## src/rtl/core/rasi_pkg.sv

```systemverilog
`timescale 1ns / 1ps

package rasi_pkg;

    localparam int THR_W      = 12;
    localparam int CNT_W      = 32;
    localparam int SRC_W      = 2;
    localparam int STATUS_W   = 4;
    localparam int CFG_ADDR_W = 3;
    localparam int CFG_DATA_W = 32;

    localparam logic [THR_W-1:0] THROTTLE_LIMIT_RESET = THR_W'(205);

    localparam logic REG_THROTTLE_LIMIT = 1'b0;

    localparam logic [SRC_W-1:0] SRC_NONE     = SRC_W'(0);
    localparam logic [SRC_W-1:0] SRC_RECEIVER = SRC_W'(1);

    typedef enum logic [STATUS_W-1:0] {
        ST_UNAVAILABLE = 4'd0,
        ST_OTHER       = 4'd1,
        ST_WAIT_LOW    = 4'd2,
        ST_READY       = 4'd3,
        ST_ACTIVE      = 4'd4,
        ST_BLOCKED     = 4'd5,
        ST_ARMED       = 4'd6,
        ST_ARM_REJ     = 4'd7,
        ST_DISARMED    = 4'd8,
        ST_DISARM_REJ  = 4'd9
    } t_status;

    typedef struct packed {
        logic             snapshot_valid;
        logic [THR_W-1:0] throttle;
        logic             link_fresh;
        logic             failsafe_state_live;
        logic             failsafe_action_live;
        logic             arm_sw_up;
        logic [SRC_W-1:0] active_source;
        logic             arm_would_accept;
        logic             disarm_would_accept;
    } t_in_item;

    typedef struct packed {
        logic low_seen;
        logic prior_switch_high;
        logic switch_seen;
    } t_qual;

    typedef struct packed {
        logic [CNT_W-1:0] arm_attempts;
        logic [CNT_W-1:0] arm_refusals;
        logic [CNT_W-1:0] disarm_attempts;
    } t_counts;

    typedef struct packed {
        t_status status;
        logic    arm_request;
        logic    disarm_request;
        t_counts counts;
    } t_out_item;

    function automatic logic [CNT_W-1:0] sat_inc(input logic [CNT_W-1:0] c);
        return (c == {CNT_W{1'b1}}) ? c : c + CNT_W'(1);
    endfunction

endpackage

```

## src/rtl/core/rasi_decide.sv

```systemverilog
`timescale 1ns / 1ps

module rasi_decide
    import rasi_pkg::*;
(
    input  t_in_item         i_item,
    input  t_qual            i_qual,
    input  t_counts          i_counts,
    input  logic [THR_W-1:0] i_limit,
    output t_qual            o_qual,
    output t_out_item        o_result
);

    logic    usable;
    logic    rising;
    t_qual   n_qual;
    t_counts n_counts;
    t_status status;
    logic    arm_req;
    logic    disarm_req;

    assign usable = i_item.snapshot_valid & i_item.link_fresh &
                    i_item.failsafe_state_live & i_item.failsafe_action_live;
    assign rising = i_qual.switch_seen & ~i_qual.prior_switch_high;

    always_comb begin
        n_qual     = i_qual;
        n_counts   = i_counts;
        status     = ST_UNAVAILABLE;
        arm_req    = 1'b0;
        disarm_req = 1'b0;
        if (!usable) begin
            n_qual = '0;
            status = ST_UNAVAILABLE;
        end else if (i_item.active_source != SRC_NONE &&
                     i_item.active_source != SRC_RECEIVER) begin
            n_qual = '0;
            status = ST_OTHER;
        end else if (i_item.active_source == SRC_RECEIVER) begin
            n_qual.switch_seen       = 1'b1;
            n_qual.prior_switch_high = i_item.arm_sw_up;
            if (i_item.arm_sw_up) begin
                status = ST_ACTIVE;
            end else begin
                disarm_req               = 1'b1;
                n_counts.disarm_attempts = sat_inc(i_counts.disarm_attempts);
                if (i_item.disarm_would_accept) begin
                    n_qual.low_seen = 1'b1;
                    status          = ST_DISARMED;
                end else begin
                    status = ST_DISARM_REJ;
                end
            end
        end else if (!i_item.arm_sw_up) begin
            n_qual.low_seen          = 1'b1;
            n_qual.prior_switch_high = 1'b0;
            n_qual.switch_seen       = 1'b1;
            status                   = ST_READY;
        end else begin
            n_qual.prior_switch_high = 1'b1;
            n_qual.switch_seen       = 1'b1;
            if (!i_qual.low_seen || !rising) begin
                status = ST_WAIT_LOW;
            end else begin
                n_qual.low_seen       = 1'b0;
                n_counts.arm_attempts = sat_inc(i_counts.arm_attempts);
                if (i_item.throttle > i_limit) begin
                    n_counts.arm_refusals = sat_inc(i_counts.arm_refusals);
                    status                = ST_BLOCKED;
                end else begin
                    arm_req = 1'b1;
                    if (i_item.arm_would_accept) begin
                        status = ST_ARMED;
                    end else begin
                        n_counts.arm_refusals = sat_inc(i_counts.arm_refusals);
                        status                = ST_ARM_REJ;
                    end
                end
            end
        end
    end

    assign o_qual                  = n_qual;
    assign o_result.status         = status;
    assign o_result.arm_request    = arm_req;
    assign o_result.disarm_request = disarm_req;
    assign o_result.counts         = n_counts;

endmodule

```

## config.mk

```make
export PLATFORM = sky130hd
export DESIGN_NAME = rasi_decide
export DESIGN_NICKNAME = d
export VERILOG_FILES = /design/src/rtl/core/rasi_pkg.sv /design/src/rtl/core/rasi_decide.sv
export SDC_FILE = /design/constraint.sdc
export NUM_CORES = 1
export LEC_CHECK = 0
export ABC_CLOCK_PERIOD_IN_PS = 2880
export BUFFER_PORTS_ARGS = -buffer_cell sky130_fd_sc_hd__buf_2
export CELL_PAD_IN_SITES_DETAIL_PLACEMENT = 2
export CELL_PAD_IN_SITES_GLOBAL_PLACEMENT = 2
export CORE_MARGIN = 1.5
export CORE_UTILIZATION = 18
export DETAILED_ROUTE_END_ITERATION = 6
export PLACE_DENSITY = 0.95
export RECOVER_POWER = 50
export REMOVE_ABC_BUFFERS = 1
export SKIP_LAST_GASP = 1
export SLEW_MARGIN = 10
export SYNTH_ARGS = -nofsm -noshare
export SYNTH_HDL_FRONTEND = slang
export SYNTH_SLANG_ARGS = --single-unit
```

## constraint.sdc

```tcl
create_clock -name vclk -period 2.88
set_input_delay 0.288 -clock vclk [all_inputs]
set_output_delay 0.288 -clock vclk [all_outputs]
set_load 0.005 [all_outputs]
```

# Word level (Yosys, flattened, before mapping)
# Index checks and enable logic that the tools add are counted.
# word_totals
regBits	0
in_bits	132
out_inout_bits	105
# classes
add_sub_neg	3
order_cmp	1
n_eq_ne	5
n_mux	38
bitwise_logic	5
n_reduce_logical	5
# ops
operator	n
2-to-1 mux 32 bit	7
2-to-1 mux 64 bit	3
2-to-1 mux 96 bit	2
adder 32 x 1 -> 32 bit, second input constant	3
== test 32 bit, second input constant	3
2-to-1 mux 3 bit	6
2-to-1 mux 4 bit	4
2-to-1 mux 1 bit	15
greater-than comparator 12 bit	1
AND 1 bit	4
== test 2 x 1 -> 1 bit, second input constant	1
logical NOT 1 bit	2
2-to-1 mux 2 bit	1
inequality test 2 x 1 -> 1 bit, second input constant	1
nonzero test 2 bit	1
logical AND 1 bit	1
logical OR 1 bit	1
NOT 1 bit	1

# Logic depth before layout (Yosys ltp)
# Gate-level depths: netlist of run 1.
# logic_depth
word_depth	9
mapped_depth	10
ltp_nobuf	9

# Worst setup path after synthesis of run 1
# No wires, ideal clock.
# synth_path
path_kind	input-to-output
from	in i_limit[10]
to	out o_result[41] (netlist bit)
arrival_time_ps	2085
slack_ps	507
path_stages	10
cell_sequence	inv_1 > ha_1 > nand4_1 > or3_1 > a21oi_1 > nor4_1 > o21ai_1 > clkbuf_1 > nand4_1 > xnor2_1
# synth_lines
element	line	text
start: declaration	rasi_decide.sv:9	input logic [THR_W-1:0] i_limit,
end: declaration	rasi_decide.sv:11	output t_out_item o_result

==> impl_summary.txt, run 1 <==
----------------------------------------------------
[STA]
  Smallest hold slack ... 0.8304 ns
  Hold violation total from the final report ... 0
  Final period demand of the worst path ... approximately 2.7 ns
  Max-slew violation count ... 0
  Rel. slew slack ... 0.4671
  Worst-margin pin slew ... 0.7920 ns
  Unrepaired setup endpoints after global routing ... false
  Achievable clock frequency ... 368.5 MHz
  Min setup slack post-route ... around 0.17 ns
  Final Cycle Share ... 0.9422
  Setup violations, final ... 0

[Route]
  Total number of vias ... approximately 3800
  Violation count after the first detailed-route iteration ... 51
  Residual DRC ... 0
  Drt wl/cell ... approximately 17 um
  Final WL ... between 10000 and 15000 um
  Number of routed nets with antenna violations ... 0
  Vias per std cell ... about 4.9
  Detailed-router iteration count before antenna repair ... 4

[Clock network]
  Post-CTS setup-driven buffer insertion count ... 0
  Post-cts sizing count ... 0
  Number of buffers inserted for hold repair after clock tree synthesis ... 0

[Cells and area]
  CLK BUF ... 0
  Number of sequential cells ... 0
  Area delta synth->final ... 53.97%
  Post-route non-filler standard cell count ... 790
  Final Net Count ... 759
  Fraction of final layout cells with drive strength greater than 1 ... 0.3508
  Register Area ... 0 sq um
  Fill cell total of the finished layout ... ~1800
  Antenna Diode Count ... 0
  Area occupied by multi-input gates ... ~0.0024 sq mm

[Floorplan]
  Full die area ... ~0.015 sq mm
  Floorplan die height ... roughly 120 um
  Cell Rows ... 43
  I/O pin count ... between 200 and 250
  Horiz. Die Dim ... 121.7 um
  Starting utilization of the core area ... 0.1834
  Total core area ... about 0.014 sq mm

[Logic synthesis]
  Count of yosys warnings during synthesis ... 0
  Register area share after synthesis ... 0
  Mean instance size in the synthesized netlist ... approximately 6.8 sq um
  Synth Cell Area ... ~0.0025 sq mm
  Count of cell types in the netlist ... 40
  Synthesized instance count ... ~370

[Power and ir drop]
  Share of power burned in combinational logic ... 1.000
  Power Internal ... between 150 and 200 uW
  Switching part of the total power ... 0.5289
  Reported net switching power ... about 210 uW
  Static leakage ... around 0.0017 uW
  Maximum vdd ir drop ... 35.56 uV
  Portion of total power attributed to sequential cells ... 0
  PwrDens ... between 100 and 150 mW/mm^2
  Clock network power share ... 0

[Setup path]
  Crit Path Class ... in2out
  Worst Path Arrival ... roughly 2.4 ns
  CP startpoint kind ... primary input
  Endpoint type of the worst setup path ... output pin
  Crit path launch ... i_limit[10]
  Worst Path Max Fanout ... 31
  Data required, critical path ... around 2.6 ns

[Status]
  Outcome ... finished, final reports clean

[Job]
  Reported max-cap violation count ... 0

[GRT]
  Global-route congestion overflow total ... 0
  Number of global-route vias before repair ... about 4100
  Global-route usage over all layers ... 0.1675
  First-pass GRT wire length ... just over 20000 um
  Pin count of the biggest net entering global routing ... 32
  Number of antenna violations at the first check in global routing ... 0

[Placed design]
  Routability congestion estimate from global placement ... approximately 0.80
  Placed cell count ... 790
  Pre-CTS setup slack ... just over 0.07 ns
  Port buffer count ... approximately 240
  Detailed Place HPWL ... 12370 um

[Min path]
  Launch instance of the worst min-delay path ... i_counts[13]
  Worst min-delay path class ... in2out

----------------------------------------------------
[area by class of cell]
class,count,share of cell area
inverter,16,0.01538
multi-input combinational,348,0.6181
tap,180,0.05767
timing repair buffer,246,0.3089
[layout by cell type, fill, tap and decap left out, types with 15 or more instances in the layout]
master                     Yosys  routed
sky130_fd_sc_hd__nand2_1      33      33
sky130_fd_sc_hd__nand4_1      39      40
sky130_fd_sc_hd__inv_1        16      16
sky130_fd_sc_hd__nor2_1       31      31
sky130_fd_sc_hd__and3_1       26      26
sky130_fd_sc_hd__ha_1         15      15
sky130_fd_sc_hd__buf_2         3     195
sky130_fd_sc_hd__and4_1       15      15
sky130_fd_sc_hd__xnor2_1      79      79
sky130_fd_sc_hd__clkbuf_1      3      44
sky130_fd_sc_hd__nand3_1      44      44
[cells in the mapped netlist (2+ instances only)]
cell type	count	area, sq um
sky130_fd_sc_hd__buf_2	3	15.01
sky130_fd_sc_hd__and3_1	26	162.7
sky130_fd_sc_hd__nor3_1	2	10.01
sky130_fd_sc_hd__clkbuf_1	3	11.26
sky130_fd_sc_hd__and4_1	15	131.4
sky130_fd_sc_hd__inv_1	16	60.06
sky130_fd_sc_hd__nand2b_1	2	12.51
sky130_fd_sc_hd__nand3b_1	2	15.01
sky130_fd_sc_hd__a211oi_1	2	15.01
sky130_fd_sc_hd__nand3_1	44	220.2
sky130_fd_sc_hd__xnor2_1	79	691.9
sky130_fd_sc_hd__mux2_2	3	33.78
sky130_fd_sc_hd__a21oi_1	7	35.03
sky130_fd_sc_hd__or3_1	4	25.02
sky130_fd_sc_hd__xor2_1	13	113.9
sky130_fd_sc_hd__ha_1	15	187.7
sky130_fd_sc_hd__or4_1	2	15.01
sky130_fd_sc_hd__and2_1	6	37.54
sky130_fd_sc_hd__nor4_1	3	18.77
sky130_fd_sc_hd__nor4_4	2	42.54
sky130_fd_sc_hd__nand2_1	33	123.9
sky130_fd_sc_hd__nand4_1	39	244.0
sky130_fd_sc_hd__buf_4	4	30.03
sky130_fd_sc_hd__a31oi_1	2	12.51
sky130_fd_sc_hd__nor3_2	2	20.02
sky130_fd_sc_hd__nor2_1	31	116.4
[worst paths after layout]
| check | cells past startpoint | end |
|---|---|---|
| worst max-delay path | 12 | o_result[33] |
| worst min-delay path | 3 | o_result[13] |
[power groups by stage]
stage	Sequential, uW	Combinational [uW]	Clock [uW]
floorplan	0	141	0
global placement	0	387	0
detailed placement	0	407	0
CTS	0	409	0
global route	0	437	0
finish	0	396	0
[cells by family after synthesis]
| group | after synthesis | share of synthesized area |
|---|---|---|
| buffers and inverters | 26 | 0.04588 |
| XOR/XNOR | 92 | 0.3177 |
| adder cells (fa/ha/maj) | 15 | 0.07400 |
| AO/OA/AOI/OAI | 18 | 0.05081 |
| AND/OR/NAND/NOR | 219 | 0.4943 |
| multiplexers | 4 | 0.01727 |
[critical path, cell delays in order]
cell	delay [ns]
sky130_fd_sc_hd__buf_2	0.07
sky130_fd_sc_hd__inv_1	0.03
sky130_fd_sc_hd__ha_1	0.31
sky130_fd_sc_hd__nand4_1	0.14
sky130_fd_sc_hd__or3_1	0.38
sky130_fd_sc_hd__a21oi_1	0.14
sky130_fd_sc_hd__nor4_1	0.09
sky130_fd_sc_hd__o21ai_2	0.23
sky130_fd_sc_hd__buf_12	0.21
sky130_fd_sc_hd__nand2_1	0.12
sky130_fd_sc_hd__mux2_2	0.28
sky130_fd_sc_hd__buf_2	0.12
[routing by layer]
layer | vias to the layer above | track usage | part of all wire
met2 | 161 | 0.3591 | 0.55
met3 | 22 | 0.03886 | 0.077
met1 | 1821 | 0.1548 | 0.34
met5 | - | 0 | 0
li1 | 1835 | - | -
met4 | 0 | 0.03897 | 0.027
[metrics by stage]
step           cell area [sq um]    util  TNS (ns)  total power [uW]
6_report                    3905  0.2824         0             396.1
5_1_grt                     3905  0.2824         0             436.8
4_1_cts                     3975  0.2875         0             409.3
3_5_place_dp                3975  0.2875         0             407.1
3_3_place_gp                3975  0.2875         0             387.1
2_1_floorplan               2480       -    -5.253             141.1
Note: power is estimated with default switching activity, not from simulation.
==> run 2, diff against run 1 <==
--- a/config.mk
+++ b/config.mk
@@ -14,9 +14,9 @@
 export DETAILED_ROUTE_END_ITERATION = 6
 export PLACE_DENSITY = 0.95
 export RECOVER_POWER = 50
-export REMOVE_ABC_BUFFERS = 1
 export SKIP_LAST_GASP = 1
 export SLEW_MARGIN = 10
 export SYNTH_ARGS = -nofsm -noshare
 export SYNTH_HDL_FRONTEND = slang
 export SYNTH_SLANG_ARGS = --single-unit
+export TNS_END_PERCENT = 10
==> run 2 against run 1 <==
Flip-flop and latch count did not move. Fmax about the same. First-iteration DRC count increased by 63%. Via count shrank 0.89%. Final area increased by 1.4%. Cell count up 0.76%. Die area did not move. Sequential share of layout area did not move. Power rose by 2.4%. Critical path type unchanged. Critical endpoint is now o_result[45]. Largest cell class unchanged.
==> impl_summary.txt, run 2 (same netlist as run 1, synthesis figures left out) <==
----------------------------------------------------
[Placed design]
  Detailed Place HPWL ... around 12000 um
  Routability congestion estimate from global placement ... 0.8483
  Placed cell count ... 791
  Port buffer count ... between 200 and 250
  Area after detailed placement ... 0.003983 sq mm

[STA]
  Worst-margin pin slew ... between 0.9 and 1 ns
  Final period demand of the worst path ... approximately 2.7 ns
  Achievable clock frequency ... about 370 MHz
  Rel. slew slack ... 0.3336
  Hold violation total from the final report ... 0
  Final Cycle Share ... 0.9415
  Setup violations, final ... 0
  Max-slew violation count ... 0

[Power and ir drop]
  Clock network power share ... 0
  Post-layout power ... 405.7 uW
  Share of power burned in combinational logic ... 1.000
  Switching part of the total power ... 0.5233
  Portion of total power attributed to sequential cells ... 0
  PwrDens ... a little over 100 mW/mm^2
  Maximum vdd ir drop ... roughly 40 uV
  Reported net switching power ... roughly 210 uW
  Static leakage ... approximately 0.0018 uW
  Power Internal ... 193.4 uW

[Route]
  Number of routed nets with antenna violations ... 0
  Drt wl/cell ... ~17 um
  Violation count after the first detailed-route iteration ... slightly above 80
  Vias per std cell ... approximately 4.8
  Detailed-router iteration count before antenna repair ... 4
  Residual DRC ... 0
  Total number of vias ... 3805
  Final WL ... ~13000 um

[GRT]
  First-pass GRT wire length ... 20420 um
  Global-route usage over all layers ... 0.1692
  Global-route congestion overflow total ... 0
  Pin count of the biggest net entering global routing ... 32
  Number of antenna violations at the first check in global routing ... 1
  Number of global-route vias before repair ... approximately 4000

[Cells and area]
  Area delta synth->final ... 56.19%
  Fill cell total of the finished layout ... between 1500 and 2000
  CLK BUF ... 0
  Number of sequential cells ... 0
  Post-route non-filler standard cell count ... just under 800
  Most common cell after layout, fill and taps aside ... sky130_fd_sc_hd__buf_2
  Area occupied by multi-input gates ... 0.002431 sq mm
  Register Area ... 0 sq um
  Final Net Count ... ~760
  Most frequent cells in the layout ... sky130_fd_sc_hd__buf_2, sky130_fd_sc_hd__xnor2_1, sky130_fd_sc_hd__clkbuf_1, sky130_fd_sc_hd__nand3_1, sky130_fd_sc_hd__nand4_1
  Fraction of final layout cells with drive strength greater than 1 ... 0.3593
  Area of all placed cells without fillers ... about 0.0040 sq mm

[Setup path]
  Crit Path Class ... in2out
  CP startpoint kind ... primary input
  Worst Path Max Fanout ... 16
  Endpoint type of the worst setup path ... output pin
  Data required, critical path ... 2.59 ns
  Worst Path Arrival ... 2.42 ns

[Clock network]
  Number of buffers inserted for hold repair after clock tree synthesis ... 0

[Floorplan]
  I/O pin count ... about 240
  Full die area ... 0.01481 sq mm
  Total core area ... around 0.014 sq mm
  Starting utilization of the core area ... 0.1834
  Cell Rows ... 43
  Horiz. Die Dim ... around 120 um
  Floorplan die height ... approximately 120 um

[Min path]
  Worst min-delay path class ... in2out

[Logic synthesis]
  Net Count, Synth ... 521

[Job]
  Reported max-cap violation count ... 0

[Status]
  Outcome ... finished, final reports clean

----------------------------------------------------
==> run 2: through the flow <==
| stage | TNS [ns] | util | setup slack (ns) | hold slack [ns] |
|---|---|---|---|---|
| 5_1_grt | -0.02427 | 0.2865 | -0.008897 | 0.8551 |
| 4_1_cts | 0 | 0.2880 | 0.01026 | 0.8454 |
| 3_5_place_dp | 0 | 0.2880 | 0.03924 | 0.8455 |
| 6_report | 0 | 0.2865 | 0.1686 | 0.8368 |
| 3_3_place_gp | 0 | 0.2880 | 0.1341 | 0.8433 |
| 2_1_floorplan | 0 | - | 0.5075 | 0.6220 |
==> run 2: repair_timing <==
item,in CTS,in global routing
buffers inserted,0,3
gates resized for setup,0,1
endpoints found under the setup margin,0,2
==> run 2: per-layer routing <==
layer  wire (um)  track usage
met1        5020       0.1785
met3         974      0.02809
met2        7244       0.3475
met5           0            0
met4         212      0.03088
==> run 2: power by group through the flow <==
stage / combinational [uW] / sequential, uW / clock, uW
global route: 450 / 0 / 0.0000464
floorplan: 145 / 0 / 0
global placement: 389 / 0 / 0
finish: 406 / 0 / 0.0000464
detailed placement: 407 / 0 / 0
CTS: 409 / 0 / 0
==> run 2: layout make-up <==
cell class | count | area share
Timing Repair Buffer | 251 | 0.3136
Antenna cell | 1 | 0.0006317
Inverter | 16 | 0.01516
Multi-Input combinational cell | 348 | 0.6137
Tap cell | 180 | 0.05685
==> run 2: path summary, 6_finish.rpt <==
| check | startpoint | to | cells past startpoint |
|---|---|---|---|
| setup / recovery | i_limit[10] | o_result[45] | 13 |
| hold / removal | i_counts[5] | o_result[5] | 3 |
==> run 2: worst max-delay path: stages <==
cell                      delay [ns]
sky130_fd_sc_hd__buf_2          0.07
sky130_fd_sc_hd__inv_1          0.03
sky130_fd_sc_hd__ha_1           0.30
sky130_fd_sc_hd__nand4_1        0.14
sky130_fd_sc_hd__or3_1          0.38
sky130_fd_sc_hd__a21oi_1        0.15
sky130_fd_sc_hd__nor4_1         0.09
sky130_fd_sc_hd__o21ai_2        0.14
sky130_fd_sc_hd__buf_4          0.15
sky130_fd_sc_hd__buf_12         0.14
sky130_fd_sc_hd__nand4_1        0.17
sky130_fd_sc_hd__xnor2_2        0.22
sky130_fd_sc_hd__buf_2          0.15
==> run 3, diff against run 2 <==
--- a/config.mk
+++ b/config.mk
@@ -12,7 +12,8 @@
 export CORE_MARGIN = 1.5
 export CORE_UTILIZATION = 18
 export DETAILED_ROUTE_END_ITERATION = 6
-export PLACE_DENSITY = 0.95
+export GPL_ROUTABILITY_DRIVEN = 0
+export PLACE_DENSITY_LB_ADDON = 0.1
 export RECOVER_POWER = 50
 export SKIP_LAST_GASP = 1
 export SLEW_MARGIN = 10
==> run 3 against run 2 <==
Flip-flop and latch count unchanged. Power decreased by 5.4%. Global-route usage decreased by 1.6 points. Sequential share of layout area unchanged. Non-clock buffer count shrank 6. Combinational power decreased by 5.4%. Die area is the same. Largest cell class unchanged. Largest power group unchanged.
==> impl_summary.txt, run 3 (same netlist as run 1, synthesis figures left out) <==
----------------------------------------------------
[Cells and area]
  Most common cell after layout, fill and taps aside ... sky130_fd_sc_hd__buf_2
  Most frequent cells in the layout ... sky130_fd_sc_hd__buf_2, sky130_fd_sc_hd__xnor2_1, sky130_fd_sc_hd__clkbuf_1, sky130_fd_sc_hd__nand3_1, sky130_fd_sc_hd__nand4_1
  Area delta synth->final ... 54.12%
  Final Net Count ... between 700 and 800
  Register Area ... 0 sq um
  Area of all placed cells without fillers ... just under 0.004 sq mm
  Fraction of final layout cells with drive strength greater than 1 ... 0.3481
  Number of sequential cells ... 0
  CLK BUF ... 0

[GRT]
  First-pass GRT wire length ... between 15000 and 20000 um
  Number of global-route vias before repair ... 3830
  Pin count of the biggest net entering global routing ... 33
  Global-route congestion overflow total ... 0
  Global-route usage over all layers ... 0.1528
  Number of antenna violations at the first check in global routing ... 1

[Setup path]
  Data required, critical path ... about 2.6 ns
  Worst Path Arrival ... approximately 2.4 ns
  Worst Path Max Fanout ... 32
  Crit Path Class ... in2out
  CP startpoint kind ... primary input
  Endpoint type of the worst setup path ... output pin
  Crit path launch ... i_limit[10]

[Floorplan]
  Starting utilization of the core area ... 0.1834
  Floorplan die height ... about 120 um
  Full die area ... between 0.01 and 0.015 sq mm
  Cell Rows ... 43
  I/O pin count ... between 200 and 250
  Total core area ... 0.01383 sq mm
  Horiz. Die Dim ... ~120 um

[STA]
  Final period demand of the worst path ... ~2.7 ns
  Rel. slew slack ... 0.3785
  Unrepaired setup endpoints after global routing ... false
  Accumulated negative setup slack ... 0 ns
  Worst-margin pin slew ... between 0.9 and 1 ns
  Max-slew violation count ... 0
  Achievable clock frequency ... roughly 370 MHz
  Setup violations, final ... 0
  Hold violation total from the final report ... 0
  Final Cycle Share ... 0.9332

[Min path]
  Launch instance of the worst min-delay path ... i_counts[9]
  Count of cells along the worst hold path ... 3
  Hold Path Sink ... o_result[9]
  Worst min-delay path class ... in2out

[Route]
  Residual DRC ... 0
  Violation count after the first detailed-route iteration ... between 60 and 70
  Number of routed nets with antenna violations ... 0
  Total number of vias ... ~3700
  Detailed-router iteration count before antenna repair ... 4
  Final WL ... 12140 um
  Drt wl/cell ... about 15 um
  Vias per std cell ... approximately 4.7

[Placed design]
  Area after detailed placement ... slightly below 0.004 sq mm
  Port buffer count ... approximately 240
  Detailed Place HPWL ... between 10000 and 15000 um

[Power and ir drop]
  Static leakage ... ~0.0017 uW
  PwrDens ... approximately 98 mW/mm^2
  Maximum vdd ir drop ... 32.61 uV

[Job]
  Reported max-cap violation count ... 0

[Status]
  Outcome ... finished, final reports clean

[Clock network]
  Number of buffers inserted for hold repair after clock tree synthesis ... 0

[Logic synthesis]
  Net Count, Synth ... roughly 520

----------------------------------------------------
## run 3: area by class of cell
type | instances | area [sq um]
timing repair buffer | 245 | 1192
multi-input combinational | 348 | 2429
tap | 180 | 225.2
inverter | 16 | 60.06
fill | 1738 | 9918
antenna | 1 | 2.502
## run 3: repair_timing
item / in CTS / in global routing
buffers inserted: 0 / 0
setup endpoints to repair: 0 / 1
resized for setup: 0 / 1
## run 3: metrics by stage
stage / utilization / hold WS (ns) / setup WS (ns) / std cells / power, uW
floorplan: - / 0.6220 / 0.5075 / 374 / 145.1
global placement: 0.2869 / 0.8467 / 0.1974 / 789 / 385.7
detailed placement: 0.2869 / 0.8478 / 0.1823 / 789 / 394.9
CTS: 0.2869 / 0.8475 / 0.1732 / 789 / 396.9
global route: 0.2827 / 0.8505 / 0.01636 / 790 / 429.6
finish: 0.2827 / 0.8269 / 0.1924 / 790 / 383.7
## run 3: power breakdown
part	leakage [uW]	internal (uW)	switching, uW
logic	0.00174	185	199
registers	0	0	0
clock network	0.00000000634	0.0000464	0
## run 3: worst max path at each step
stage	cells past startpoint	endpoint	slack, ns
global placement	12	o_result[33]	0.20
detailed placement	12	o_result[33]	0.18
CTS	12	o_result[33]	0.17
finish	12	o_result[33]	0.19
global route	12	o_result[33]	0.02
floorplan	10	o_result[41]	0.51
## run 3: per-layer routing
layer	GRT usage	share of wire	wire (um)
met1	0.1816	0.41	4986
met2	0.3051	0.53	6442
met3	0.01545	0.052	630
met4	0.008824	0.0068	82
met5	0	0	0
## run 3: worst max-delay path, stage by stage
cell and delay, ns:
sky130_fd_sc_hd__buf_2 0.08, sky130_fd_sc_hd__inv_1 0.04, sky130_fd_sc_hd__ha_1 0.31, sky130_fd_sc_hd__nand4_1 0.13
sky130_fd_sc_hd__or3_1 0.40, sky130_fd_sc_hd__a21oi_1 0.16, sky130_fd_sc_hd__nor4_1 0.09, sky130_fd_sc_hd__o21ai_2 0.18
sky130_fd_sc_hd__buf_12 0.20, sky130_fd_sc_hd__nand2_1 0.11, sky130_fd_sc_hd__mux2_2 0.28, sky130_fd_sc_hd__buf_2 0.12
